### src/hw/rtl/sfe_pkg.sv
// package for the four-digit segment frame encoder
// holds payload structs, command codes, queue entry type and segment tables
// no dependencies
`default_nettype none

package sfe_pkg;

  typedef enum logic [1:0] {
    CMD_SHOW  = 2'd0,
    CMD_CLEAR = 2'd1,
    CMD_CTRL  = 2'd2
  } cmd_e;

  // request decoder states
  typedef enum logic [1:0] {
    F_IDLE,
    F_CONV,
    F_PUSH
  } fstate_e;

  typedef struct packed {
    logic [1:0]  command;
    logic [13:0] number;
    logic        colon_on;
  } in_t;

  typedef struct packed {
    logic [7:0] out_byte;
    logic       strobe_first;
    logic       last;
  } out_t;

  // one decoded request waiting for the byte sequencer
  typedef struct packed {
    logic            is_ctrl;
    logic [3:0][7:0] data;
  } entry_t;

  localparam logic [13:0] MAX_SHOWN = 14'd9999;
  localparam logic [7:0] COLON_BIT = 8'h80;
  localparam logic [7:0] CTRL_OFF = 8'h80;
  localparam logic [7:0] CTRL_ON = 8'h88;
  localparam logic [3:0][7:0] DIGIT_ADDR = {8'hC6, 8'hC4, 8'hC2, 8'hC0};

  function automatic logic [7:0] seg_of(logic [3:0] digit);
    logic [7:0] seg;
    case (digit)
      4'd0:    seg = 8'h3f;
      4'd1:    seg = 8'h06;
      4'd2:    seg = 8'h5b;
      4'd3:    seg = 8'h4f;
      4'd4:    seg = 8'h66;
      4'd5:    seg = 8'h6d;
      4'd6:    seg = 8'h7d;
      4'd7:    seg = 8'h07;
      4'd8:    seg = 8'h7f;
      4'd9:    seg = 8'h67;
      default: seg = 8'h00;
    endcase
    return seg;
  endfunction

  function automatic logic [7:0] ctrl_byte(logic [3:0] level);
    logic [3:0] dec;
    logic [7:0] b;
    dec = level - 4'd1;
    if (level == 4'd0) begin
      b = CTRL_OFF;
    end else begin
      b = CTRL_ON | {5'd0, dec[2:0]};
    end
    return b;
  endfunction

  // multiple of the decimal weight for conversion step 0, 1, 2
  function automatic logic [13:0] step_mult(logic [1:0] step, logic [3:0] m);
    logic [13:0] w;
    case (step)
      2'd0:    w = 14'd1000;
      2'd1:    w = 14'd100;
      default: w = 14'd10;
    endcase
    return w * {10'd0, m};
  endfunction

endpackage

`default_nettype wire

### src/hw/rtl/sfe_front.sv
// request decoder: accepts commands, converts numbers to segment bytes
// one digit per step, two on the last step; depends on sfe_pkg
`default_nettype none

module sfe_front (
  input  wire logic            clk_i,
  input  wire logic            rst_ni,
  input  wire logic            start_i,
  input  wire sfe_pkg::in_t    in_i,
  input  wire logic [3:0]      brightness_i,
  output logic                 busy_o,
  output logic                 push_o,
  output sfe_pkg::entry_t      entry_o,
  input  wire logic            full_i
);

  sfe_pkg::fstate_e state_q, state_d;
  logic [1:0]      step_q, step_d;
  logic [13:0]     rem_q, rem_d;
  logic            colon_q, colon_d;
  sfe_pkg::entry_t entry_q, entry_d;

  logic [3:0]  digit;
  logic [13:0] rem_next;
  logic [7:0]  colon_byte;

  // digit is the count of weight multiples not above the remainder
  always_comb begin
    digit = 4'd0;
    for (int m = 1; m <= 9; m++) begin
      if (rem_q >= sfe_pkg::step_mult(step_q, 4'(m))) begin
        digit = 4'(m);
      end
    end
    rem_next = rem_q - sfe_pkg::step_mult(step_q, digit);
  end

  assign colon_byte = colon_q ? sfe_pkg::COLON_BIT : 8'h00;

  always_comb begin
    state_d = state_q;
    step_d  = step_q;
    rem_d   = rem_q;
    colon_d = colon_q;
    entry_d = entry_q;
    push_o  = 1'b0;
    case (state_q)
      sfe_pkg::F_IDLE: begin
        if (start_i) begin
          colon_d = in_i.colon_on;
          step_d  = 2'd0;
          rem_d   = (in_i.number > sfe_pkg::MAX_SHOWN) ? sfe_pkg::MAX_SHOWN : in_i.number;
          case (in_i.command)
            sfe_pkg::CMD_SHOW: begin
              entry_d.is_ctrl = 1'b0;
              state_d = sfe_pkg::F_CONV;
            end
            sfe_pkg::CMD_CLEAR: begin
              entry_d.is_ctrl = 1'b0;
              entry_d.data    = '0;
              state_d = sfe_pkg::F_PUSH;
            end
            sfe_pkg::CMD_CTRL: begin
              entry_d.is_ctrl = 1'b1;
              entry_d.data    = '0;
              entry_d.data[0] = sfe_pkg::ctrl_byte(brightness_i);
              state_d = sfe_pkg::F_PUSH;
            end
            default: begin
              state_d = sfe_pkg::F_IDLE;
            end
          endcase
        end
      end
      sfe_pkg::F_CONV: begin
        rem_d  = rem_next;
        step_d = step_q + 2'd1;
        case (step_q)
          2'd0: entry_d.data[0] = sfe_pkg::seg_of(digit) | colon_byte;
          2'd1: entry_d.data[1] = sfe_pkg::seg_of(digit) | colon_byte;
          default: begin
            entry_d.data[2] = sfe_pkg::seg_of(digit);
            entry_d.data[3] = sfe_pkg::seg_of(rem_next[3:0]);
            state_d = sfe_pkg::F_PUSH;
          end
        endcase
      end
      sfe_pkg::F_PUSH: begin
        if (!full_i) begin
          push_o  = 1'b1;
          state_d = sfe_pkg::F_IDLE;
        end
      end
      default: begin
        state_d = sfe_pkg::F_IDLE;
      end
    endcase
  end

  always_ff @(posedge clk_i or negedge rst_ni) begin
    if (!rst_ni) begin
      state_q <= sfe_pkg::F_IDLE;
    end else begin
      state_q <= state_d;
    end
  end

  always_ff @(posedge clk_i) begin
    step_q  <= step_d;
    rem_q   <= rem_d;
    colon_q <= colon_d;
    entry_q <= entry_d;
  end

  assign busy_o  = (state_q != sfe_pkg::F_IDLE);
  assign entry_o = entry_q;

endmodule

`default_nettype wire

### src/hw/rtl/sfe_fifo.sv
// short show-ahead queue of decoded requests between decoder and sequencer
// depends on sfe_pkg
`default_nettype none

module sfe_fifo #(
  parameter int unsigned DEPTH = 2
) (
  input  wire logic             clk_i,
  input  wire logic             rst_ni,
  input  wire logic             push_i,
  input  wire sfe_pkg::entry_t  wdata_i,
  output logic                  full_o,
  input  wire logic             pop_i,
  output logic                  empty_o,
  output sfe_pkg::entry_t       rdata_o
);

  localparam int unsigned AW = (DEPTH > 1) ? $clog2(DEPTH) : 1;
  localparam int unsigned CW = $clog2(DEPTH + 1);
  localparam logic [AW-1:0] LAST_IDX = AW'(DEPTH - 1);
  localparam logic [CW-1:0] FULL_CNT = CW'(DEPTH);

  sfe_pkg::entry_t mem [DEPTH];
  logic [AW-1:0] wr_ptr_q, wr_ptr_d, rd_ptr_q, rd_ptr_d;
  logic [CW-1:0] count_q, count_d;
  logic          do_push, do_pop;

  assign full_o  = (count_q == FULL_CNT);
  assign empty_o = (count_q == '0);
  assign do_push = push_i && !full_o;
  assign do_pop  = pop_i && !empty_o;
  assign rdata_o = mem[rd_ptr_q];

  always_comb begin
    wr_ptr_d = wr_ptr_q;
    rd_ptr_d = rd_ptr_q;
    count_d  = count_q;
    if (do_push) begin
      wr_ptr_d = (wr_ptr_q == LAST_IDX) ? '0 : wr_ptr_q + AW'(1);
    end
    if (do_pop) begin
      rd_ptr_d = (rd_ptr_q == LAST_IDX) ? '0 : rd_ptr_q + AW'(1);
    end
    if (do_push && !do_pop) begin
      count_d = count_q + CW'(1);
    end else if (do_pop && !do_push) begin
      count_d = count_q - CW'(1);
    end
  end

  always_ff @(posedge clk_i or negedge rst_ni) begin
    if (!rst_ni) begin
      wr_ptr_q <= '0;
      rd_ptr_q <= '0;
      count_q  <= '0;
    end else begin
      wr_ptr_q <= wr_ptr_d;
      rd_ptr_q <= rd_ptr_d;
      count_q  <= count_d;
    end
  end

  always_ff @(posedge clk_i) begin
    if (do_push) begin
      mem[wr_ptr_q] <= wdata_i;
    end
  end

endmodule

`default_nettype wire

### src/hw/rtl/sfe_back.sv
// byte sequencer: turns queued requests into address and data frames
// one byte per cycle while busy, registered output; depends on sfe_pkg
`default_nettype none

module sfe_back (
  input  wire logic             clk_i,
  input  wire logic             rst_ni,
  input  wire logic             empty_i,
  input  wire sfe_pkg::entry_t  entry_i,
  output logic                  pop_o,
  output logic                  out_valid_o,
  output sfe_pkg::out_t         out_o
);

  logic            active_q, active_d;
  logic [2:0]      beat_q, beat_d;
  sfe_pkg::entry_t cur_q, cur_d;
  logic            out_valid_q;
  sfe_pkg::out_t   out_q, out_d;
  logic            done;

  assign done  = active_q && (cur_q.is_ctrl || (beat_q == 3'd7));
  assign pop_o = (!active_q || done) && !empty_i;

  always_comb begin
    active_d = active_q;
    beat_d   = beat_q;
    cur_d    = cur_q;
    if (pop_o) begin
      active_d = 1'b1;
      beat_d   = 3'd0;
      cur_d    = entry_i;
    end else if (done) begin
      active_d = 1'b0;
    end else if (active_q) begin
      beat_d = beat_q + 3'd1;
    end

    // even beats send the address command, odd beats data, unless ctrl
    if (cur_q.is_ctrl) begin
      out_d.out_byte     = cur_q.data[0];
      out_d.strobe_first = 1'b1;
      out_d.last         = 1'b1;
    end else if (!beat_q[0]) begin
      out_d.out_byte     = sfe_pkg::DIGIT_ADDR[beat_q[2:1]];
      out_d.strobe_first = 1'b1;
      out_d.last         = 1'b0;
    end else begin
      out_d.out_byte     = cur_q.data[beat_q[2:1]];
      out_d.strobe_first = 1'b0;
      out_d.last         = (beat_q == 3'd7);
    end
  end

  always_ff @(posedge clk_i or negedge rst_ni) begin
    if (!rst_ni) begin
      active_q    <= 1'b0;
      out_valid_q <= 1'b0;
    end else begin
      active_q    <= active_d;
      out_valid_q <= active_q;
    end
  end

  always_ff @(posedge clk_i) begin
    beat_q <= beat_d;
    cur_q  <= cur_d;
    out_q  <= out_d;
  end

  assign out_valid_o = out_valid_q;
  assign out_o       = out_q;

endmodule

`default_nettype wire

### src/hw/rtl/four_digit_segment_frame_encoder.sv
// top level of the four-digit segment frame encoder
// ties decoder, request queue and byte sequencer; depends on sfe_pkg
//
// usage: a request (command, number, colon_on on in_i) is taken on a clock
// edge with start_i high and busy_o low. show and clear produce eight bytes
// (address command with strobe, then data, for each of four digits); display
// control produces one byte; command code 3 produces nothing.
// results appear on out_o for one cycle each, marked by out_valid_o; the
// receiver cannot stall, so bytes leave one per cycle once a request starts.
// brightness is written through cfg_valid_i/cfg_data_i; cfg_ready_o is
// always high. it takes effect for display control requests accepted later.
// a show passes through three digit steps in the decoder, then the push
// into the queue, held while the queue is full; clear and display control
// go straight to the push. a free sequencer loads the entry from the queue
// into its current-entry register, then its output register drives out_o.
// shows and clears are paced by the sequencer's byte-per-cycle output,
// control by the decoder; the queue lets it work ahead while bytes go out.
// reset: queue empties, no output pending, brightness returns to 4.
`default_nettype none

module four_digit_segment_frame_encoder #(
  parameter int unsigned FIFO_DEPTH = 2
) (
  input  wire logic          clk_i,
  input  wire logic          rst_ni,
  input  wire logic          start_i,
  output logic               busy_o,
  input  wire sfe_pkg::in_t  in_i,
  output logic               out_valid_o,
  output sfe_pkg::out_t      out_o,
  input  wire logic          cfg_valid_i,
  output logic               cfg_ready_o,
  input  wire logic [3:0]    cfg_data_i
);

  logic [3:0]      brightness_q, brightness_d;
  logic            push, pop, full, empty;
  sfe_pkg::entry_t wr_entry, rd_entry;

  assign cfg_ready_o  = 1'b1;
  assign brightness_d = (cfg_valid_i && cfg_ready_o) ? cfg_data_i : brightness_q;

  always_ff @(posedge clk_i or negedge rst_ni) begin
    if (!rst_ni) begin
      brightness_q <= 4'd4;
    end else begin
      brightness_q <= brightness_d;
    end
  end

  sfe_front u_front (
    .clk_i       (clk_i),
    .rst_ni      (rst_ni),
    .start_i     (start_i),
    .in_i        (in_i),
    .brightness_i(brightness_q),
    .busy_o      (busy_o),
    .push_o      (push),
    .entry_o     (wr_entry),
    .full_i      (full)
  );

  sfe_fifo #(
    .DEPTH(FIFO_DEPTH)
  ) u_fifo (
    .clk_i  (clk_i),
    .rst_ni (rst_ni),
    .push_i (push),
    .wdata_i(wr_entry),
    .full_o (full),
    .pop_i  (pop),
    .empty_o(empty),
    .rdata_o(rd_entry)
  );

  sfe_back u_back (
    .clk_i      (clk_i),
    .rst_ni     (rst_ni),
    .empty_i    (empty),
    .entry_i    (rd_entry),
    .pop_o      (pop),
    .out_valid_o(out_valid_o),
    .out_o      (out_o)
  );

endmodule

`default_nettype wire

### config.mk
export PLATFORM = sky130hd
export DESIGN_NAME = four_digit_segment_frame_encoder
export DESIGN_NICKNAME = d
export VERILOG_FILES = /design/src/hw/rtl/sfe_pkg.sv /design/src/hw/rtl/sfe_front.sv /design/src/hw/rtl/sfe_fifo.sv /design/src/hw/rtl/sfe_back.sv /design/src/hw/rtl/four_digit_segment_frame_encoder.sv
export SDC_FILE = /design/constraint.sdc
export NUM_CORES = 1
export LEC_CHECK = 0
export BUFFER_PORTS_ARGS = -buffer_cell sky130_fd_sc_hd__buf_2
export CAP_MARGIN = 10
export CORE_MARGIN = 5
export CORE_UTILIZATION = 39
export DETAILED_ROUTE_END_ITERATION = 16
export PLACE_DENSITY_LB_ADDON = 0.3
export SLEW_MARGIN = 15
export SYNTH_ARGS = -nofsm -noshare
export SYNTH_HDL_FRONTEND = slang
export SYNTH_SLANG_ARGS = --single-unit
### constraint.sdc
create_clock -name clk_i -period 12.2 [get_ports clk_i]
set_input_delay 3.66 -clock clk_i [delete_from_list [all_inputs] [get_ports clk_i]]
set_output_delay 3.66 -clock clk_i [all_outputs]
set_load 0.05 [all_outputs]
==> metrics, run 1 <==
run status finished, final reports clean; estimated wirelength of the detail-placed design 15.2 mm; Antenna Diode Count 0; Clock Latency Late Sink 0.44 ns; post-layout minimum cycle time 7.84 ns; arrival time worst endpoint 8.03 ns; post-synthesis cell area 9710 um^2; wire length per cell 16.9 um; worst hold path type flop to flop; chip height 168 um; Worst Hold Launch u_back.active_q; Chip Width 168 um; critical path's slowest cell ha_1; clock tree from TritonCTS built; synth top area cells edfxtp_1 (44%), ha_1 (14%), fa_1 (4.1%), mux2_2 (3.8%), inv_1 (3.7%); site row count 57; worst setup slack before clock tree synthesis 4.42 ns; flip-flop cell with the highest count after synthesis edfxtp_1; vias in the first global route 6087; fill cell total of the finished layout 2264; data required time at the worst endpoint 12.39 ns; number of DRC markers in iteration 0 452; type of the worst setup path flop to flop; slack of the critical path 4.36 ns; largest buffer count on any clock path 2; proportion of synthesized flip-flops having asynchronous set or reset 0.0723; setup slack of the most critical reg-to-reg path 4.36 ns; delay-heaviest family, CP adder cells; maximum number of pins on one net before global-route repair 33; Max-cap violations 0; antenna violations before repair 0; total of endpoints with negative setup slack in the final report 0; Routability Congestion 0.918; crit-path cells ha_1 > inv_1 > ha_1 > ha_1 > a21oi_1 > nand2_1 > a2111oi_0 > o2bb2ai_1 > o2111a_1 > o21a_1 > nand2_1 > fa_1 > fa_1 > inv_1 > fa_1 > inv_1 > ha_1 > nand3_1 > nand2_1 > a41o_1 > o41ai_1 > xor2_1 > o21ai_1; number of sinks driven by the clock tree 166; unique cell type count in the Yosys netlist 71; core footprint 24400 um^2; Total Die Area 28100 um^2; post-route fraction of the period consumed by the critical path 0.643; Max Transition Viols Final 0; proportion of synthesized chip area in sequential cells 0.494; CTS Root Cell clkbuf_16; global-route wire length before repair 33.0 mm; number of CTS-inserted buffers 17; kind of end point of the critical path flop; worst min-delay path endpoint u_back.out_valid_o; share of Yosys cell area claimed by the top area cell type 0.436; number of nets with antenna violations after routing 0; most prevalent standard cell on the critical path ha_1; setup repair after global routing missed its margin false; post-synthesis average cell area 11.8 um^2; quantity of gates resized following cts 0; top cell type by total area after synthesis edfxtp_1; number of I/O port buffers 36; number of cells on the worst hold path 0; worst reg-to-reg path cell count 23; number of cells in the design after placement 1169; number of warning messages in the yosys log 0; share of final-layout standard cells stronger than drive strength 1 0.141; post-detailed-route DRC marker count 0; starting density of the core 0.398; Bufs and invs on worst path 3; number of nets in the synthesized netlist 978; Worst R2R Start u_front.step_q[0]; register bit total from synthesis 166; mean number of vias per cell 5.12; maximum clock frequency 0.128 GHz; top-count cell post-synth edfxtp_1; transition at the pin with the smallest max-transition slack 1.03 ns; relative max-transition margin 0.310; # Post-CTS Setup Buffers 0; area added between synthesis and finish 11.9%; remaining global-route overflow 0; largest stage delay on the critical path 0.70 ns; top cell types by occurrence after synthesis edfxtp_1 (141), ha_1 (108), inv_1 (95); number of enable-type register cells in the synthesized netlist 141; GRT Util Overall 0.147; 1st-pass router iterations 5; maximum net fanout on the critical path 20; top-level I/O count 38; Hold Buf Count CTS 0; Total Negative Setup Slacks 0 ns; count of endpoints failing hold in the final timing report 0; H-tree level count 4; synthesized instance count 825; layout net count 1017; tightest hold margin 0.400 ns; vias after detailed routing 6150; post-detailed-routing wire length 20.3 mm; capture point of the worst reg-to-reg path u_front.rem_q[12]; Clock Pin Slew Worst Setup and Hold Paths 0.08 ns; Final Instance Count excl. Fillers 1201; worst-case clock skew 0.0193 ns; startpoint type of the worst setup path flop
metrics by stage:
| step | utilization | cell area, um^2 |
|---|---|---|
| after floorplan | - | 9710 |
| after global placement | 0.420 | 10200 |
| final | 0.445 | 10900 |
| after global routing | 0.445 | 10900 |
| after CTS | 0.445 | 10900 |
| after detailed placement | 0.420 | 10200 |
per-layer routing:
metal  share of wire  vias up  wire [um]  track usage
li1                -     3059          -            -
met4           0.015        0        313       0.0427
met5               0        -          0            0
met3           0.033       27        678       0.0258
met2            0.48      129       9690        0.241
met1            0.47     2935       9570        0.202
worst register-to-register path: cells and delay by family, from the launching register on:
family	cells	cell delay [ns]
AOI/OAI and AO/OA	8	2.54
xor gates and xnor gates	1	0.18
adders and majority gates	7	3.47
buffers and inverters	3	0.48
DFF	1	0.44
and+or+nand+nor	4	0.48
cell usage in the layout (no fill, tap or decap), drive strengths merged, types with 9 or more instances in the layout:
cell type,instances
a21o,11
a21oi,50
and2,11
buf,40
clkbuf,17
clkinv,9
dfrtp,11
dfxtp,13
edfxtp,141
fa,20
ha,108
inv,105
mux2,33
nand2,50
nand2b,11
nand3,12
nor2,55
nor3,12
o21ai,28
xnor2,11
xor2,12
area by class of cell:
type                       count  area (um^2)  area share
multi-input combinational    540         4460       0.411
sequential                   166         4800       0.441
timing repair buffer          40          210      0.0193
clock buffer                  17          425      0.0392
clock inverter                15          196      0.0181
tap                          324          405      0.0373
inverter                      99          372      0.0342
how the worst max path moves through the flow:
stage | start | endpoint | slack [ns] | depth (start not counted)
detailed placement | u_front.step_q[0] | u_front.rem_q[12] | 4.42 | 24
global placement | u_front.step_q[0] | u_front.rem_q[13] | 4.64 | 26
CTS | u_front.step_q[0] | u_front.rem_q[12] | 4.41 | 24
finish | u_front.step_q[0] | u_front.rem_q[12] | 4.36 | 23
global route | u_front.step_q[0] | u_front.rem_q[13] | 3.69 | 26
floorplan | u_front.step_q[0] | u_front.rem_q[12] | 5.56 | 27
state kept, by name, summed over array words and instances (netlist names), 3 cells and up:
register	count
u_fifo.mem	62
u_back.cur_q	31
u_front.entry_o	31
u_front.rem_q	14
u_back.out_o	10
brightness_q	4
u_back.beat_q	3
logic make-up (layout without fill, tap and decap cells):
group | Yosys count | count (layout) | share of synthesized area
muxes | 42 | 42 | 0.0540
buffers and inverters | 119 | 171 | 0.0469
other | 1 | 1 | 0.000386
DFF | 166 | 166 | 0.494
xor gates and xnor gates | 23 | 23 | 0.0207
AOI/OAI and AO/OA | 164 | 164 | 0.114
and+or+nand+nor | 182 | 182 | 0.0894
adders and majority gates | 128 | 128 | 0.180
Power of run 1 is not shown: default switching activity piles up to over one toggle a cycle in this logic, so the estimate is an artifact.
==> inputs of run 2 (changes only) <==
ABC_AREA = 1   (was unset)
clock period = 7 ns   (was 12.2 ns; I/O delays follow)
==> run 2 against run 1 <==
- worst hold slack is essentially flat
- global-route usage grew 1.0 points
- maximum frequency grew 22%
- core utilization shrank 0.19 points
- routed wire length grew 9.1%
- critical endpoint is now u_front.rem_q[13]
==> metrics, run 2 <==
vias after detailed routing 7017; Clock Latency Late Sink 0.43 ns; top-level I/O count 38; proportion of synthesized chip area in sequential cells 0.479; clock tree from TritonCTS built; post-synthesis cell area 10000 um^2; number of sinks driven by the clock tree 166; capture point of the worst reg-to-reg path u_front.rem_q[13]; vias in the first global route 6851; starting density of the core 0.397; setup repair after global routing missed its margin false; slack of the critical path 0.580 ns; maximum net fanout on the critical path 12; number of warning messages in the yosys log 0; antenna violations before repair 0; worst-case clock skew 0.0145 ns; 1st-pass router iterations 7; count of endpoints failing hold in the final timing report 0; quantity of gates resized following cts 0; top cell types by occurrence after synthesis nand2_1 (240), inv_1 (162), edfxtp_1 (141); number of flip-flops under the largest register name 62; register bit total from synthesis 166; mean number of vias per cell 4.83; post-synthesis average cell area 9.45 um^2; GRT Util Overall 0.157; H-tree level count 4; number of nets in the synthesized netlist 1213; unique cell type count in the Yosys netlist 52; remaining global-route overflow 0; Worst Hold Launch u_back.active_q; total of endpoints with negative setup slack in the final report 0; post-layout minimum cycle time 6.42 ns; post-detailed-route DRC marker count 0; startpoint type of the worst setup path flop; post-route fraction of the period consumed by the critical path 0.917; maximum clock frequency 0.156 GHz; layout net count 1262; proportion of synthesized flip-flops having asynchronous set or reset 0.0723; wire length per cell 15.2 um; Routability Congestion 0.933; run status finished, final reports clean; arrival time worst endpoint 6.59 ns; Hold Buf Count CTS 0; top cell type by total area after synthesis edfxtp_1; worst hold path type flop to flop; worst setup slack before clock tree synthesis 0.468 ns; most common cell after layout, fill and taps aside nand2_1; top-count cell post-synth nand2_1; number of cells on the worst hold path 0; post-detailed-routing wire length 22.1 mm; area added between synthesis and finish 11.8%; data required time at the worst endpoint 7.17 ns; area taken by flip-flops and latches 4800 um^2; # Post-CTS Setup Buffers 0; chip height 170 um; site row count 58; core footprint 25300 um^2; footprint of the multi-input gates 4540 um^2; kind of end point of the critical path flop; type of the worst setup path flop to flop; largest buffer count on any clock path 2; commonest cells after routing, fill and taps aside nand2_1 (240), inv_1 (162), edfxtp_1 (141); number of CTS-inserted buffers 17; setup slack of the most critical reg-to-reg path 0.58 ns; Biggest register u_fifo.mem; Clock Pin Slew Worst Setup and Hold Paths 0.07 ns; share of Yosys cell area claimed by the top area cell type 0.423; global-route wire length before repair 35.7 mm; Max-cap violations 0; number of nets with antenna violations after routing 0; synthesized instance count 1060; fill cell total of the finished layout 2434; Chip Width 170 um; number of enable-type register cells in the synthesized netlist 141; Max Transition Viols Final 0; Total Negative Setup Slacks 0 ns; synth top area cells edfxtp_1 (42%), ha_1 (13%), nand2_1 (9.0%), inv_1 (6.1%), fa_1 (4.0%); fraction of the core area covered by cells at the end of the flow 0.444; transition at the pin with the smallest max-transition slack 1.11 ns; CTS Root Cell clkbuf_16; maximum number of pins on one net before global-route repair 34; worst reg-to-reg path cell count 28; most prevalent standard cell on the critical path inv_1; total cell area at the placement stage 10600 um^2; critical path's slowest cell fa_1; Antenna Diode Count 0; estimated wirelength of the detail-placed design 17.1 mm; largest stage delay on the critical path 0.52 ns; Final Instance Area 11200 um^2; number of I/O port buffers 36; Worst R2R Start u_front.step_q[1]; worst min-delay path endpoint u_back.out_valid_o; Total Die Area 29000 um^2; number of DRC markers in iteration 0 427; share of final-layout standard cells stronger than drive strength 1 0.105; relative max-transition margin 0.260; flip-flop cell with the highest count after synthesis edfxtp_1
==> run 2: kinds of logic (layout without fill, tap and decap cells) <==
kind of cell	count (synthesis)	in the layout	share of synthesized area
buffers and inverters	183	245	0.0696
other	1	1	0.000374
AOI/OAI and AO/OA	150	150	0.0837
and+or+nand+nor	418	418	0.181
xor gates and xnor gates	14	14	0.0122
adders and majority gates	128	128	0.175
DFF	166	166	0.479
==> run 2: worst max-delay path by stage <==
stage / startpoint / slack, ns / endpoint
2_1_floorplan: u_front.step_q[0] / 1.14 / u_front.rem_q[12]
6_report: u_front.step_q[1] / 0.58 / u_front.rem_q[13]
3_3_place_gp: u_front.step_q[1] / 0.68 / u_front.rem_q[13]
4_1_cts: u_front.step_q[0] / 0.44 / u_front.rem_q[13]
3_5_place_dp: u_front.step_q[0] / 0.47 / u_front.rem_q[13]
5_1_grt: u_front.step_q[1] / 0.07 / u_front.rem_q[12]
==> run 2: metrics by stage <==
stage / std cells / hold slack [ns]
2_1_floorplan: 1060 / 0.354
4_1_cts: 1452 / 0.413
3_3_place_gp: 1420 / 0.369
3_5_place_dp: 1420 / 0.393
6_report: 1452 / 0.400
5_1_grt: 1452 / 0.415
==> run 2: area by class of cell <==
cell class / count / area share
clock buffer: 19 / 0.0395
clock inverter: 13 / 0.0118
inverter: 170 / 0.0574
multi-input combinational: 711 / 0.406
sequential: 166 / 0.428
tap: 330 / 0.0369
timing repair buffer: 43 / 0.0208
==> run 2: worst max-delay path, delay by kind of cell, from the launching register on <==
family,cells,cell delay [ns]
flops,1,0.36
fa+ha+maj,7,2.91
compound gates,7,1.05
buf+inv,7,0.79
simple gates,7,1.01
==> run 2: metal layers <==
metal,global-route usage,routed length [um]
met5,0,0
met4,0.0406,272
met3,0.0274,774
met2,0.273,11000
met1,0.204,10100
Power of run 2 is left out for the same reason.
==> inputs of run 3 (changes only) <==
CORE_UTILIZATION = 65   (was 39)
PLACE_DENSITY_LB_ADDON = 0.05   (was 0.3)
clock period = 7.75 ns   (was 7 ns; I/O delays follow)
==> run 3 against run 2 <==
- global-route usage up 10 points
- critical path type unchanged
- die area down 38%
- final area down 1.7%
- highest routed layer unchanged
==> metrics, run 3 (synthesized netlist as in run 2, its figures left out) <==
run status finished, final reports clean; amount of wire on met3 after detailed routing 1.40 mm; number of sinks driven by the clock tree 166; arrival time worst endpoint 7.10 ns; 1st-pass router iterations 8; chip height 134 um; area taken by flip-flops and latches 4800 um^2; remaining global-route overflow 0; # Post-CTS Setup Buffers 0; post-detailed-route DRC marker count 0; maximum clock frequency 0.144 GHz; number of cells on the worst hold path 0; largest buffer count on any clock path 2; startpoint type of the worst setup path flop; largest stage delay on the critical path 0.70 ns; capture point of the worst reg-to-reg path u_front.rem_q[13]; share of final-layout standard cells stronger than drive strength 1 0.103; wire length per cell 17.1 um; Max Transition Viols Final 0; global-route wire length before repair 35.9 mm; count of endpoints failing hold in the final timing report 0; data required time at the worst endpoint 7.92 ns; Worst R2R Start u_front.step_q[0]; quantity of gates resized following cts 0; vias in the first global route 6915; total of endpoints with negative setup slack in the final report 0; number of nets with antenna violations after routing 0; most common cell after layout, fill and taps aside nand2_1; delay-heaviest family, CP adder cells; post-detailed-routing wire length 22.4 mm; Met1 Routed Length 9.41 mm; Bufs and invs on worst path 6; clock tree from TritonCTS built; Max-cap violations 0; Worst Hold Launch u_back.active_q; number of I/O port buffers 36; GRT Util Overall 0.259; worst hold path type flop to flop; number of DRC markers in iteration 0 613; Clock Latency Late Sink 0.43 ns; maximum number of pins on one net before global-route repair 34; maximum net fanout on the critical path 15; starting density of the core 0.661; fill cell total of the finished layout 1130; number of gates on the worst path with buffers counted 26; top routing layer used met4; critical path's slowest cell ha_1; worst reg-to-reg path cell count 26; relative max-transition margin 0.335; Hold Buf Count CTS 0; number of flip-flops under the largest register name 62; CTS Root Cell clkbuf_16; met2 routed WL 10.7 mm; worst-case clock skew 0.0119 ns; number of CTS-inserted buffers 17; H-tree level count 4; Total Negative Setup Slacks 0 ns; estimated wirelength of the detail-placed design 17.1 mm; post-route fraction of the period consumed by the critical path 0.894; mean number of vias per cell 5.59; Chip Width 134 um; Antenna Diode Count 0; setup slack of the most critical reg-to-reg path 0.82 ns; Routability Congestion 1.01; kind of end point of the critical path flop; core footprint 15100 um^2; layout net count 1262; post-layout minimum cycle time 6.93 ns; commonest cells after routing, fill and taps aside nand2_1 (240), inv_1 (162), edfxtp_1 (141); transition at the pin with the smallest max-transition slack 0.997 ns; Clock Pin Slew Worst Setup and Hold Paths 0.07 ns; worst min-delay path endpoint u_back.out_valid_o; top-level I/O count 38; area added between synthesis and finish 9.92%; type of the worst setup path flop to flop; vias after detailed routing 7320; Biggest register u_fifo.mem; antenna violations before repair 0; most prevalent standard cell on the critical path inv_1; footprint of the multi-input gates 4530 um^2; Total Die Area 18000 um^2; site row count 45; setup repair after global routing missed its margin false
-- run 3: cell types whose count changed in the layout (fill, tap and decap cells not counted), sizes merged --
cell,change
bufinv,-1
clkbuf,-2
clkinvlp,+2
inv,-7
clkinv,+8
-- run 3: per-layer routing --
metal  vias to the layer above  global-route usage
li1                       3609                   -
met1                      3397               0.342
met2                       256               0.426
met3                        58              0.0514
met4                         0               0.102
met5                         -                   0
-- run 3: through the flow --
stage          hold slack, ns   util  instance area [um^2]  instances  worst slack [ns]
2_1_floorplan           0.354      -                 10000       1060              1.89
3_3_place_gp            0.357  0.689                 10400       1278              1.10
3_5_place_dp            0.383  0.689                 10400       1278             0.980
4_1_cts                 0.395  0.727                 11000       1310             0.944
5_1_grt                 0.411  0.727                 11000       1310             0.380
6_report                0.392  0.727                 11000       1310             0.818
-- run 3: worst reg2reg max path: stages, from the launching register on --
cell and delay (ns):
edfxtp_1 0.40, inv_1 0.08, ha_1 0.27, inv_1 0.44, ha_1 0.70, inv_1 0.33
ha_1 0.27, a21oi_1 0.13, o21ai_0 0.09, o21ai_0 0.25, nand3_2 0.18, nor2_8 0.21
nand2_2 0.17, nor2_1 0.18, inv_1 0.14, fa_1 0.51, fa_1 0.51, inv_1 0.05
fa_1 0.49, inv_1 0.04, ha_1 0.36, a21oi_1 0.21, o21ai_0 0.12, a21oi_1 0.20
a21oi_1 0.09, o21ai_0 0.15, o21ai_0 0.10
-- run 3: layout make-up --
type,instances,area share
flip-flops and latches,166,0.436
multi-input cells,711,0.412
inverters,170,0.0584
clock buffers,17,0.0386
well taps,188,0.0214
repair buffers,43,0.0211
clock inverters,15,0.0132
-- run 3: worst max path at each step --
stage	from	end
2_1_floorplan	u_front.step_q[0]	u_front.rem_q[12]
3_3_place_gp	u_front.step_q[0]	u_front.rem_q[12]
3_5_place_dp	u_front.step_q[0]	u_front.rem_q[12]
4_1_cts	u_front.step_q[0]	u_front.rem_q[12]
5_1_grt	u_front.step_q[0]	u_front.rem_q[13]
6_report	u_front.step_q[0]	u_front.rem_q[13]
Power of run 3 is left out for the same reason.
